File: src/macd_pkg.sv
`default_nettype none

package macd_pkg;

  // Number formats
  localparam int unsigned PRICE_BITS  = 32;
  localparam int unsigned FRAC_BITS   = 16;
  localparam int unsigned PERIOD_MAX  = 1024;
  localparam int unsigned WEIGHT_BITS = 24;

  // Derived widths
  localparam int unsigned PERIOD_W = 11;                        // period and count width
  localparam int unsigned AVG_W    = PRICE_BITS + FRAC_BITS;    // fast/slow average, unsigned
  localparam int unsigned LINE_W   = AVG_W + 1;                 // MACD and signal, signed
  localparam int unsigned HIST_W   = AVG_W + 2;                 // histogram, signed
  localparam int unsigned EMA_W    = AVG_W + 2;                 // EMA unit operand, signed
  localparam int unsigned MAG_W    = EMA_W - 1;                 // |x - avg|
  localparam int unsigned W_W      = WEIGHT_BITS + 1;           // Q0.24 weight, 1.0 included
  localparam int unsigned HI_W     = MAG_W - WEIGHT_BITS;
  localparam int unsigned MA_W     = (HI_W > WEIGHT_BITS) ? HI_W : WEIGHT_BITS;
  localparam int unsigned PROD_W   = MA_W + W_W;
  localparam int unsigned Q_W      = PERIOD_W + 1;              // divisor period + 1
  localparam int unsigned DIV_N_W  = WEIGHT_BITS + 2;           // dividend 2^25 + q/2
  localparam int unsigned DIV_C_W  = $clog2(DIV_N_W);

  // APB
  localparam int unsigned APB_DW  = 32;
  localparam int unsigned APB_AW  = 4;
  localparam int unsigned REG_NUM = 3;

  localparam logic [PERIOD_W-1:0] PERIOD_LIM = PERIOD_W'(PERIOD_MAX);
  localparam logic [PERIOD_W-1:0] COUNT_MAX  = '1;
  localparam logic [PERIOD_W-1:0] FAST_RST   = PERIOD_W'(12);
  localparam logic [PERIOD_W-1:0] SLOW_RST   = PERIOD_W'(26);
  localparam logic [PERIOD_W-1:0] SIGNAL_RST = PERIOD_W'(9);

  typedef enum logic [1:0] {
    REG_FAST,
    REG_SLOW,
    REG_SIGNAL
  } reg_idx_e;

  typedef enum logic [2:0] {
    EMA_IDLE,
    EMA_LO,
    EMA_HI,
    EMA_SUM,
    EMA_DONE
  } ema_state_e;

  typedef enum logic [2:0] {
    ST_IDLE,
    ST_WDIV,
    ST_LOAD,
    ST_FAST,
    ST_SLOW,
    ST_MACD,
    ST_SIG,
    ST_OUT
  } top_state_e;

  // Operands handed to the shared EMA unit
  typedef struct packed {
    logic signed [EMA_W-1:0] avg;
    logic signed [EMA_W-1:0] x;
    logic [W_W-1:0]          weight;
  } ema_op_t;

  function automatic logic [PERIOD_W-1:0] clamp_period(input logic [PERIOD_W-1:0] p);
    return (p > PERIOD_LIM) ? PERIOD_LIM : p;
  endfunction

  function automatic logic [PERIOD_W-1:0] sat_inc(input logic [PERIOD_W-1:0] c);
    return (c == COUNT_MAX) ? c : c + PERIOD_W'(1);
  endfunction

endpackage

`default_nettype wire

File: src/macd_wdiv.sv
`default_nettype none

// Restoring divider for the EMA weight: round(2^25 / (P + 1)), one bit per cycle.
module macd_wdiv import macd_pkg::*; (
  input  wire logic                clk_i,
  input  wire logic                rst_ni,
  input  wire logic                start_i,
  input  wire logic [PERIOD_W-1:0] period_i,
  output logic                     done_o,
  output logic [W_W-1:0]           weight_o
);

  logic                busy_q, busy_d;
  logic                done_q, done_d;
  logic [DIV_C_W-1:0]  cnt_q, cnt_d;
  logic [DIV_N_W-1:0]  n_q, n_d;
  logic [Q_W-1:0]      rem_q, rem_d;
  logic [Q_W-1:0]      q_q, q_d;

  logic [PERIOD_W-1:0] pc;
  logic [PERIOD_W-1:0] pe;
  logic [Q_W-1:0]      q_start;
  logic [Q_W:0]        trial;
  logic [Q_W:0]        diff;
  logic                ge;

  // period 0 weighs as period 1
  assign pc      = clamp_period(period_i);
  assign pe      = (pc == '0) ? PERIOD_W'(1) : pc;
  assign q_start = {1'b0, pe} + Q_W'(1);

  assign trial = {rem_q, n_q[DIV_N_W-1]};
  assign diff  = trial - {1'b0, q_q};
  assign ge    = (trial >= {1'b0, q_q});

  always_comb begin
    busy_d = busy_q;
    done_d = 1'b0;
    cnt_d  = cnt_q;
    n_d    = n_q;
    rem_d  = rem_q;
    q_d    = q_q;
    if (start_i) begin
      busy_d = 1'b1;
      cnt_d  = DIV_C_W'(DIV_N_W - 1);
      n_d    = (DIV_N_W'(1) << (WEIGHT_BITS + 1)) + DIV_N_W'(q_start >> 1);
      rem_d  = '0;
      q_d    = q_start;
    end else if (busy_q) begin
      n_d   = {n_q[DIV_N_W-2:0], ge};
      rem_d = ge ? diff[Q_W-1:0] : trial[Q_W-1:0];
      cnt_d = cnt_q - DIV_C_W'(1);
      if (cnt_q == '0) begin
        busy_d = 1'b0;
        done_d = 1'b1;
      end
    end
  end

  always_ff @(posedge clk_i or negedge rst_ni) begin
    if (!rst_ni) begin
      busy_q <= 1'b0;
      done_q <= 1'b0;
    end else begin
      busy_q <= busy_d;
      done_q <= done_d;
    end
  end

  always_ff @(posedge clk_i) begin
    cnt_q <= cnt_d;
    n_q   <= n_d;
    rem_q <= rem_d;
    q_q   <= q_d;
  end

  // quotient never exceeds 2^24
  assign done_o   = done_q;
  assign weight_o = n_q[W_W-1:0];

endmodule

`default_nettype wire

File: src/macd_ema.sv
`default_nettype none

// Shared EMA update: avg + round(w * (x - avg) / 2^24), ties away from zero.
// One multiplier, used for the low and then the high half of |x - avg|.
module macd_ema import macd_pkg::*; (
  input  wire logic              clk_i,
  input  wire logic              rst_ni,
  input  wire logic              start_i,
  input  wire ema_op_t           op_i,
  output logic                   done_o,
  output logic signed [EMA_W-1:0] result_o
);

  localparam logic [PROD_W:0] ROUND_HALF = (PROD_W + 1)'(1) << (WEIGHT_BITS - 1);

  ema_state_e state_q, state_d;

  logic signed [EMA_W-1:0] avg_q;
  logic [MAG_W-1:0]        mag_q;
  logic                    neg_q;
  logic [W_W-1:0]          w_q;
  logic [PROD_W-1:0]       prodlo_q;
  logic [PROD_W-1:0]       prodhi_q;
  logic signed [EMA_W-1:0] res_q;

  logic signed [EMA_W-1:0] diff;
  logic [EMA_W-1:0]        diff_abs;
  logic [MA_W-1:0]         mult_a;
  logic [PROD_W-1:0]       prod;
  logic [PROD_W:0]         lo_sum;
  logic [EMA_W-1:0]        step;
  logic                    take;

  assign diff     = op_i.x - op_i.avg;
  assign diff_abs = diff[EMA_W-1] ? -diff : diff;

  // a new update may start in the cycle that ends the previous one
  assign take = start_i && (state_q == EMA_IDLE || state_q == EMA_DONE);

  // multiplier operand: low digit first, then high digit
  assign mult_a = (state_q == EMA_LO) ? MA_W'(mag_q[WEIGHT_BITS-1:0])
                                      : MA_W'(mag_q[MAG_W-1:WEIGHT_BITS]);
  assign prod   = PROD_W'(mult_a) * PROD_W'(w_q);

  assign lo_sum = {1'b0, prodlo_q} + ROUND_HALF;
  assign step   = EMA_W'(prodhi_q) + EMA_W'(lo_sum[PROD_W:WEIGHT_BITS]);

  always_comb begin
    state_d = state_q;
    case (state_q)
      EMA_IDLE: if (start_i) state_d = EMA_LO;
      EMA_LO:   state_d = EMA_HI;
      EMA_HI:   state_d = EMA_SUM;
      EMA_SUM:  state_d = EMA_DONE;
      EMA_DONE: state_d = start_i ? EMA_LO : EMA_IDLE;
      default:  state_d = EMA_IDLE;
    endcase
  end

  always_ff @(posedge clk_i or negedge rst_ni) begin
    if (!rst_ni) begin
      state_q <= EMA_IDLE;
    end else begin
      state_q <= state_d;
    end
  end

  // datapath registers
  always_ff @(posedge clk_i) begin
    if (take) begin
      avg_q <= op_i.avg;
      neg_q <= diff[EMA_W-1];
      mag_q <= diff_abs[MAG_W-1:0];
      w_q   <= op_i.weight;
    end
    if (state_q == EMA_LO) prodlo_q <= prod;
    if (state_q == EMA_HI) prodhi_q <= prod;
    if (state_q == EMA_SUM) res_q <= neg_q ? avg_q - signed'(step) : avg_q + signed'(step);
  end

  assign done_o   = (state_q == EMA_DONE);
  assign result_o = res_q;

endmodule

`default_nettype wire

File: src/macd_indicator_top.sv
`default_nettype none

// MACD indicator: one price word in, one result word out (MACD line, signal
// line, histogram, valid bits); lines in signed Q32.16, histogram in signed
// Q33.16. Fast, slow and signal EMAs use the weight 2/(P+1) in Q0.24 from
// the three period registers (APB, byte addresses 0x0, 0x4, 0x8). A regular
// price runs from acceptance to the next ready through the three EMA
// updates, one after another on a single shared multiplier, plus load,
// MACD and output steps; the signal update is skipped while the MACD is
// not yet valid or at its first valid value, and the first price of a
// series runs no EMA update. After reset and after each period write the
// block recomputes that period's weight with a bit-serial divider and
// holds in_ready_o low meanwhile. A finished result waits in an output
// register; while it is not taken the block stalls before its output step.
module macd_indicator_top import macd_pkg::*; (
  input  wire logic               clk_i,
  input  wire logic               rst_ni,
  // price channel
  input  wire logic               in_valid_i,
  output logic                    in_ready_o,
  input  wire logic [31:0]        price_i,
  input  wire logic               start_series_i,
  // result channel
  output logic                    out_valid_o,
  input  wire logic               out_ready_i,
  output logic signed [48:0]      macd_line_o,
  output logic signed [48:0]      signal_line_o,
  output logic signed [49:0]      histogram_o,
  output logic                    macd_valid_o,
  output logic                    signal_valid_o,
  // configuration
  input  wire logic               psel,
  input  wire logic               penable,
  input  wire logic               pwrite,
  input  wire logic [APB_AW-1:0]  paddr,
  input  wire logic [APB_DW-1:0]  pwdata,
  output logic [APB_DW-1:0]       prdata,
  output logic                    pready
);

  top_state_e state_q, state_d;

  // configuration and weights
  logic [PERIOD_W-1:0] fast_p_q, slow_p_q, sig_p_q;
  logic [W_W-1:0]      w_fast_q, w_slow_q, w_sig_q;
  logic [REG_NUM-1:0]  stale_q, stale_d;
  reg_idx_e            widx_q, widx_d;

  // series state
  logic [AVG_W-1:0]         x_q, x_d;
  logic                     first_q, first_d;
  logic [AVG_W-1:0]         fast_avg_q, fast_avg_d;
  logic [AVG_W-1:0]         slow_avg_q, slow_avg_d;
  logic signed [LINE_W-1:0] sig_avg_q, sig_avg_d;
  logic [PERIOD_W-1:0]      scount_q, scount_d;
  logic [PERIOD_W-1:0]      mcount_q, mcount_d;
  logic signed [LINE_W-1:0] macd_q, macd_d;
  logic                     mv_q, mv_d;

  // output register
  logic                     ovalid_q, ovalid_d;
  logic                     oload;
  logic signed [LINE_W-1:0] omacd_q, osig_q;
  logic signed [HIST_W-1:0] ohist_q;
  logic                     omv_q, osv_q;

  // APB decode
  logic     wr_en;
  reg_idx_e wr_idx;
  reg_idx_e rd_idx;

  // shared units
  logic                    div_start;
  logic [PERIOD_W-1:0]     div_period;
  logic                    div_done;
  logic [W_W-1:0]          div_weight;
  logic                    ema_start;
  ema_op_t                 ema_op;
  logic                    ema_done;
  logic signed [EMA_W-1:0] ema_res;

  // combinational MACD and output terms
  logic                     fast_ok, mv_c, sv_c;
  logic [AVG_W-1:0]         f_term, s_term;
  logic signed [LINE_W-1:0] macd_c, sig_c;
  logic signed [HIST_W-1:0] hist_c;

  macd_wdiv u_wdiv (
    .clk_i    (clk_i),
    .rst_ni   (rst_ni),
    .start_i  (div_start),
    .period_i (div_period),
    .done_o   (div_done),
    .weight_o (div_weight)
  );

  macd_ema u_ema (
    .clk_i    (clk_i),
    .rst_ni   (rst_ni),
    .start_i  (ema_start),
    .op_i     (ema_op),
    .done_o   (ema_done),
    .result_o (ema_res)
  );

  // APB: zero wait states
  assign pready = 1'b1;
  assign wr_en  = psel && penable && pwrite;
  assign wr_idx = reg_idx_e'(paddr[3:2]);
  assign rd_idx = reg_idx_e'(paddr[3:2]);

  always_comb begin
    case (rd_idx)
      REG_FAST:   prdata = APB_DW'(fast_p_q);
      REG_SLOW:   prdata = APB_DW'(slow_p_q);
      REG_SIGNAL: prdata = APB_DW'(sig_p_q);
      default:    prdata = '0;
    endcase
  end

  always_ff @(posedge clk_i or negedge rst_ni) begin
    if (!rst_ni) begin
      fast_p_q <= FAST_RST;
      slow_p_q <= SLOW_RST;
      sig_p_q  <= SIGNAL_RST;
    end else if (wr_en) begin
      case (wr_idx)
        REG_FAST:   fast_p_q <= pwdata[PERIOD_W-1:0];
        REG_SLOW:   slow_p_q <= pwdata[PERIOD_W-1:0];
        REG_SIGNAL: sig_p_q  <= pwdata[PERIOD_W-1:0];
        default:    ;
      endcase
    end
  end

  // MACD terms from the updated averages and counts
  assign fast_ok = (fast_p_q != '0) && (scount_q >= clamp_period(fast_p_q));
  assign mv_c    = (scount_q >= clamp_period(slow_p_q));
  assign f_term  = fast_ok ? fast_avg_q : '0;
  assign s_term  = (slow_p_q != '0) ? slow_avg_q : '0;
  assign macd_c  = signed'({1'b0, f_term}) - signed'({1'b0, s_term});

  // output terms
  assign sv_c   = mv_q && (sig_p_q != '0) && (mcount_q >= clamp_period(sig_p_q));
  assign sig_c  = sv_c ? sig_avg_q : '0;
  assign hist_c = signed'({macd_q[LINE_W-1], macd_q}) - signed'({sig_c[LINE_W-1], sig_c});

  // sequencer
  always_comb begin
    state_d    = state_q;
    stale_d    = stale_q;
    widx_d     = widx_q;
    x_d        = x_q;
    first_d    = first_q;
    fast_avg_d = fast_avg_q;
    slow_avg_d = slow_avg_q;
    sig_avg_d  = sig_avg_q;
    scount_d   = scount_q;
    mcount_d   = mcount_q;
    macd_d     = macd_q;
    mv_d       = mv_q;
    in_ready_o = 1'b0;
    oload      = 1'b0;
    div_start  = 1'b0;
    div_period = fast_p_q;
    ema_start  = 1'b0;
    ema_op.avg    = signed'({2'b00, fast_avg_q});
    ema_op.x      = signed'({2'b00, x_q});
    ema_op.weight = w_fast_q;

    case (state_q)
      ST_IDLE: begin
        if (stale_q != '0) begin
          div_start = 1'b1;
          if (stale_q[REG_FAST]) begin
            widx_d     = REG_FAST;
            div_period = fast_p_q;
          end else if (stale_q[REG_SLOW]) begin
            widx_d     = REG_SLOW;
            div_period = slow_p_q;
          end else begin
            widx_d     = REG_SIGNAL;
            div_period = sig_p_q;
          end
          state_d = ST_WDIV;
        end else begin
          in_ready_o = 1'b1;
          if (in_valid_i) begin
            x_d     = {price_i[PRICE_BITS-1:0], FRAC_BITS'(0)};
            first_d = start_series_i || (scount_q == '0);
            state_d = ST_LOAD;
          end
        end
      end
      ST_WDIV: begin
        if (div_done) begin
          stale_d[widx_q] = 1'b0;
          state_d         = ST_IDLE;
        end
      end
      ST_LOAD: begin
        if (first_q) begin
          fast_avg_d = x_q;
          slow_avg_d = x_q;
          scount_d   = PERIOD_W'(1);
          mcount_d   = '0;
          sig_avg_d  = '0;
          state_d    = ST_MACD;
        end else begin
          ema_start = 1'b1;
          state_d   = ST_FAST;
        end
      end
      ST_FAST: begin
        if (ema_done) begin
          fast_avg_d    = ema_res[AVG_W-1:0];
          ema_start     = 1'b1;
          ema_op.avg    = signed'({2'b00, slow_avg_q});
          ema_op.weight = w_slow_q;
          state_d       = ST_SLOW;
        end
      end
      ST_SLOW: begin
        if (ema_done) begin
          slow_avg_d = ema_res[AVG_W-1:0];
          scount_d   = sat_inc(scount_q);
          state_d    = ST_MACD;
        end
      end
      ST_MACD: begin
        mv_d    = mv_c;
        macd_d  = mv_c ? macd_c : '0;
        state_d = ST_OUT;
        if (mv_c) begin
          mcount_d = sat_inc(mcount_q);
          if (mcount_q == '0) begin
            sig_avg_d = macd_c;
          end else begin
            ema_start     = 1'b1;
            ema_op.avg    = signed'({sig_avg_q[LINE_W-1], sig_avg_q});
            ema_op.x      = signed'({macd_c[LINE_W-1], macd_c});
            ema_op.weight = w_sig_q;
            state_d       = ST_SIG;
          end
        end
      end
      ST_SIG: begin
        if (ema_done) begin
          sig_avg_d = ema_res[LINE_W-1:0];
          state_d   = ST_OUT;
        end
      end
      ST_OUT: begin
        if (!ovalid_q || out_ready_i) begin
          oload   = 1'b1;
          state_d = ST_IDLE;
        end
      end
      default: state_d = ST_IDLE;
    endcase

    // a write marks its weight for recomputation
    if (wr_en) begin
      case (wr_idx)
        REG_FAST:   stale_d[REG_FAST]   = 1'b1;
        REG_SLOW:   stale_d[REG_SLOW]   = 1'b1;
        REG_SIGNAL: stale_d[REG_SIGNAL] = 1'b1;
        default:    ;
      endcase
    end
  end

  // output handshake
  always_comb begin
    ovalid_d = ovalid_q && !out_ready_i;
    if (oload) ovalid_d = 1'b1;
  end

  always_ff @(posedge clk_i or negedge rst_ni) begin
    if (!rst_ni) begin
      state_q  <= ST_IDLE;
      stale_q  <= '1;
      widx_q   <= REG_FAST;
      scount_q <= '0;
      mcount_q <= '0;
      ovalid_q <= 1'b0;
      first_q  <= 1'b0;
      mv_q     <= 1'b0;
    end else begin
      state_q  <= state_d;
      stale_q  <= stale_d;
      widx_q   <= widx_d;
      scount_q <= scount_d;
      mcount_q <= mcount_d;
      ovalid_q <= ovalid_d;
      first_q  <= first_d;
      mv_q     <= mv_d;
    end
  end

  // averages reset to zero with the counts
  always_ff @(posedge clk_i or negedge rst_ni) begin
    if (!rst_ni) begin
      fast_avg_q <= '0;
      slow_avg_q <= '0;
      sig_avg_q  <= '0;
    end else begin
      fast_avg_q <= fast_avg_d;
      slow_avg_q <= slow_avg_d;
      sig_avg_q  <= sig_avg_d;
    end
  end

  // payload registers
  always_ff @(posedge clk_i) begin
    x_q    <= x_d;
    macd_q <= macd_d;
    if (state_q == ST_WDIV && div_done) begin
      case (widx_q)
        REG_FAST:   w_fast_q <= div_weight;
        REG_SLOW:   w_slow_q <= div_weight;
        REG_SIGNAL: w_sig_q  <= div_weight;
        default:    ;
      endcase
    end
    if (oload) begin
      omacd_q <= macd_q;
      osig_q  <= sig_c;
      ohist_q <= hist_c;
      omv_q   <= mv_q;
      osv_q   <= sv_c;
    end
  end

  assign out_valid_o    = ovalid_q;
  assign macd_line_o    = omacd_q;
  assign signal_line_o  = osig_q;
  assign histogram_o    = ohist_q;
  assign macd_valid_o   = omv_q;
  assign signal_valid_o = osv_q;

endmodule

`default_nettype wire

File: config.mk
export PLATFORM = sky130hd
export DESIGN_NAME = macd_indicator_top
export DESIGN_NICKNAME = d
export VERILOG_FILES = /design/src/macd_pkg.sv /design/src/macd_wdiv.sv /design/src/macd_ema.sv /design/src/macd_indicator_top.sv
export SDC_FILE = /design/constraint.sdc
export NUM_CORES = 2
export LEC_CHECK = 0
export ABC_CLOCK_PERIOD_IN_PS = 20700
export CAP_MARGIN = 15
export CORE_MARGIN = 10
export CORE_UTILIZATION = 50
export DETAILED_ROUTE_END_ITERATION = 10
export DONT_BUFFER_PORTS = 1
export SLEW_MARGIN = 20
export SYNTH_ARGS = -nofsm -noshare
export SYNTH_HDL_FRONTEND = slang
export SYNTH_HIERARCHICAL = 1
export SYNTH_SLANG_ARGS = --single-unit
File: constraint.sdc
create_clock -name clk_i -period 20.7 [get_ports clk_i]
set_input_delay 3.105 -clock clk_i [delete_from_list [all_inputs] [get_ports clk_i]]
set_output_delay 3.105 -clock clk_i [all_outputs]
set_load 0.1 [all_outputs]
# == Yosys cells after proc, flatten, opt, wreduce, memory -nomap -nowiden ==
# Cells that the tools add are included.
# totals
register_bits,849
memories,0
out_inout_bits,185
mem_bits_rw,0
latchBits,0
mem_bits_ro,0
# op_classes
shifts,0
order_cmp,10
n_div,0
n_addsub,14
n_reduce_logical,45
n_bitwise,3
muxes,85
n_eq_ne,29
mul,1
# op_table
cell,count
$mux 49,7
$mux 125,2
$mux 48,5
$pmux 48 s2,2
$mux 11,15
$pmux 49 s3,1
$pmux 50 s2,1
$mux 26,2
$add 50x24->51 const B,1
$mul 25x25->50,1
$mux 25,2
$mux 50,1
$pmux 25 s2,1
$sub 49x49->50,1
$sub 50x50->50,1
$add 49x27->49,1
$add 49x49->49,1
$neg 49->49,1
$sub 48x48->49,1
$sub 49x49->49,1
$gt 11x11->1 const B,4
$pmux 11 s2,2
$mux 3,12
$ge 11x11->1,3
other kinds (43),118

# == Longest topological paths before layout ==
# depth
ltp_word,12
depth_mapped,43

# == Cells and area by module ==
# Netlist, hierarchy kept.
# modules_own_cells
module,seq_area_each_um2,cells_each,n_inst,area_per_inst_um2
macd_ema,7642.3,4296,1,39651.8
macd_indicator_top,14481.4,2761,1,28187.0
macd_wdiv,1531.5,319,1,3253.1

# == Least setup slack after synthesis ==
# OpenSTA, ideal clock, no wires.
# synth_timing
kind,flip-flop to flip-flop
startpoint,register slow_p_q[10]
endpoint,register u_ema.state_q[0]
path_buffers,4
arrival_ps,12461
path_stages_with_launch,16
required_time_ps,20578
setup_time_ps,122
path_slack_ps,8116
period_less_slack_ps,12584
path_cell_list,dfrtp_1 inv_1 clkbuf_1 nand2_1 ha_1 a21o_1 a211oi_1 o21ai_0 a221oi_2 or3_1 clkbuf_1 buf_2 clkbuf_1 o311ai_0 nor3b_1 or2_2
# synth_between
elab_chain_len,7
# synth_lines
item,line,text
"start, declared",macd_indicator_top.sv:44,"logic [PERIOD_W-1:0] fast_p_q, slow_p_q, sig_p_q;"
"start signal, assigned",macd_indicator_top.sv:129,REG_SLOW: slow_p_q <= pwdata[PERIOD_W-1:0];
$gt 11x11->1,macd_pkg.sv:70,return (p > PERIOD_LIM) ? PERIOD_LIM : p;
$mux 11 (*),macd_pkg.sv:70,
$ge 11x11->1 (*),macd_indicator_top.sv:138,assign mv_c = (scount_q >= clamp_period(slow_p_q));
$mux 1 (*),macd_indicator_top.sv:234,if (mv_c) begin
$pmux 1 s3 (*),macd_indicator_top.sv:171,case (state_q)
net ema_start,macd_indicator_top.sv:77,logic ema_start;
$mux 1,macd_ema.sv:55,EMA_DONE: state_d = start_i ? EMA_LO : EMA_IDLE;
$pmux 3 s5,macd_ema.sv:50,case (state_q)
"end signal, assigned",macd_ema.sv:64,state_q <= state_d;
"end, declared",macd_ema.sv:16,"ema_state_e state_q, state_d;"
# Mark *: on every way through the listed nets, which the timed path passes. The rest lies on a longest branch.
# A chain may end at the register's enable or synchronous reset.

==> impl_metrics.json <==
{
  "syn_area_um2": 70800,
  "status": "finished clean",
  "die_y_um": 396,
  "drtIter0Drc": 4643,
  "cts.sinks": 826,
  "cp_slowest_cell": "a2111oi_1",
  "endpoint": "u_ema/mag_q[15]",
  "ctsHtreeMaxLevel": 3,
  "vias": 53000,
  "firstDrtPassIters": 10,
  "ff2ff_setup_slack_ns": 10.36,
  "grt.total_usage_pct": 24.8,
  "cp_data_required_time_ns": 21.20,
  "grt_max_degree": 217,
  "tns_ns": 0,
  "clock_skew_ns": 0.0688,
  "hold_viol_final": 0,
  "setup_violations": 0,
  "gr-total-overflow": 0,
  "r2r-start": "fast_p_q[10]",
  "hp-class": "reg2reg",
  "ctsResizeCount": 0,
  "min_path_cells": 0,
  "numCtsBuffers": 94,
  "place.port_buffers": 0,
  "tightest_slew_ns": 1.27,
  "clk_pin_slew_ns": 0.07,
  "synth_warnings": 6,
  "period_share_pct": 49.9,
  "place_congestion": 0.926,
  "max_freq_ghz": 0.0967,
  "routedWlPerCell_um": 21.6,
  "reg2reg_to": "u_ema/mag_q[15]",
  "area_growth_pct": 6.74,
  "placeableCoreArea_um2": 141000,
  "setup.worst_path.start": "fast_p_q[10]",
  "nets": 8218,
  "clkLatencyLatePin_ns": 0.73,
  "ioPinCount": 261,
  "vias_per_cell": 5.81,
  "postRouteAntennaNets": 0,
  "start_kind": "flop",
  "relSlewSlack_pct": 14.8,
  "post-cts-setup-buffers": 0,
  "grt_pass1_wl_um": 309000,
  "drc": 0,
  "initial_core_util_pct": 50.2,
  "r2r_cells": 38,
  "path_common_cell": "o21a_1",
  "die_area_um2": 157000,
  "end_kind": "flop",
  "cts_tree": "yes",
  "clockBufferDepth": 3,
  "antenna_found_initial": 8,
  "drv_cap": 0,
  "criticalPathCategory": "reg2reg",
  "cp_max_fo": 36,
  "syn_area_per_cell_um2": 9.64,
  "grt_pass1_vias": 51800,
  "syn_inst": 7346,
  "drive_above_1_share_pct": 6.02,
  "die_width_um": 396,
  "cts_root_buf": "clkbuf_16",
  "cp_slowest_stage_delay_ns": 1.09,
  "routed_wl_um": 197000,
  "rsz0062_at_grt": "no",
  "ctsHoldBuffers": 0,
  "rows": 138,
  "period_minus_slack_ns": 10.34,
  "slew_violations": 0,
  "hpwlAfterDp_um": 148000,
  "cp.arrival_ns": 10.83
}
cell type report:
type / instances / area (um2)
multi-input cells: 5333 / 42700
well taps: 1890 / 2360
flip-flops and latches: 826 / 23600
inverters: 819 / 3070
clock inverters: 56 / 688
clock buffers: 121 / 2610
fillers: 12800 / 65500
diodes: 4 / 10.0
repair buffers: 76 / 587
worst max-delay path: cells and delay by family (launching register included):
family                   cells  cell delay (ns)
AO/OA/AOI/OAI               19             4.98
AND/OR/NAND/NOR             10             1.64
buffers and inverters        4             1.23
adder cells (fa/ha/maj)      3             1.18
XOR/XNOR                     2             0.57
flip-flops                   1             0.41
through the flow:
step | utilization [%] | worst slack, ns | instance area [um2] | hold WS, ns | instances
2_1_floorplan | - | 8.19 | 70900 | 0.426 | 7366
3_3_place_gp | 51.2 | 10.85 | 72300 | 0.435 | 8943
3_5_place_dp | 51.2 | 10.86 | 72300 | 0.434 | 8943
4_1_cts | 53.6 | 10.79 | 75600 | 0.446 | 9120
5_1_grt | 53.6 | 10.01 | 75600 | 0.456 | 9124
6_report | 53.6 | 10.36 | 75600 | 0.448 | 9125
how the worst min path moves through the flow:
stage | from | to | slack, ns
global route | macd_q[0] | macd_line_o[0] | 0.46
finish | macd_q[0] | macd_line_o[0] | 0.45
floorplan | macd_q[0] | macd_line_o[0] | 0.43
global placement | macd_q[0] | macd_line_o[0] | 0.43
CTS | macd_q[0] | macd_line_o[0] | 0.45
detailed placement | macd_q[0] | macd_line_o[0] | 0.43
cells in the final DEF, fill, tap and decap left out, types with 78 or more instances in the layout:
master	instances
nand2_1	918
inv_1	817
edfxtp_1	593
fa_1	532
ha_1	460
nor2_1	414
a21oi_1	406
and2_1	388
o21ai_0	274
xnor2_1	233
dfrtp_1	206
xor2_1	159
a21o_1	151
nand3_1	128
clkbuf_16	96
mux2i_1	87
nor3_1	80
nor2b_1	78
per-layer routing:
layer / track usage (%) / routed length, um / part of all wire (%)
met1: 35.1 / 88100 / 45
met2: 40.7 / 93400 / 47
met3: 3.12 / 11100 / 5.7
met4: 5.53 / 4160 / 2.1
met5: 0 / 13 / 0.0066
sequential cells by signal, summed over array words and instances, names as in the netlist, 25 cells and up:
register / count
w_fast_q: 25
u_ema/result_o: 49
macd_line_o: 49
histogram_o: 50
sig_avg_q: 49
u_ema/mag_q: 49
w_sig_q: 25
w_slow_q: 25
signal_line_o: 49
u_ema/prodhi_q: 49
u_ema/w_q: 25
x_q: 32
u_wdiv/n_q: 26
u_ema/avg_q: 49
fast_avg_q: 48
slow_avg_q: 48
macd_q: 49
u_ema/prodlo_q: 27
Power is not shown: default switching activity piles up to over one toggle a cycle in this logic, so the estimate is an artifact.
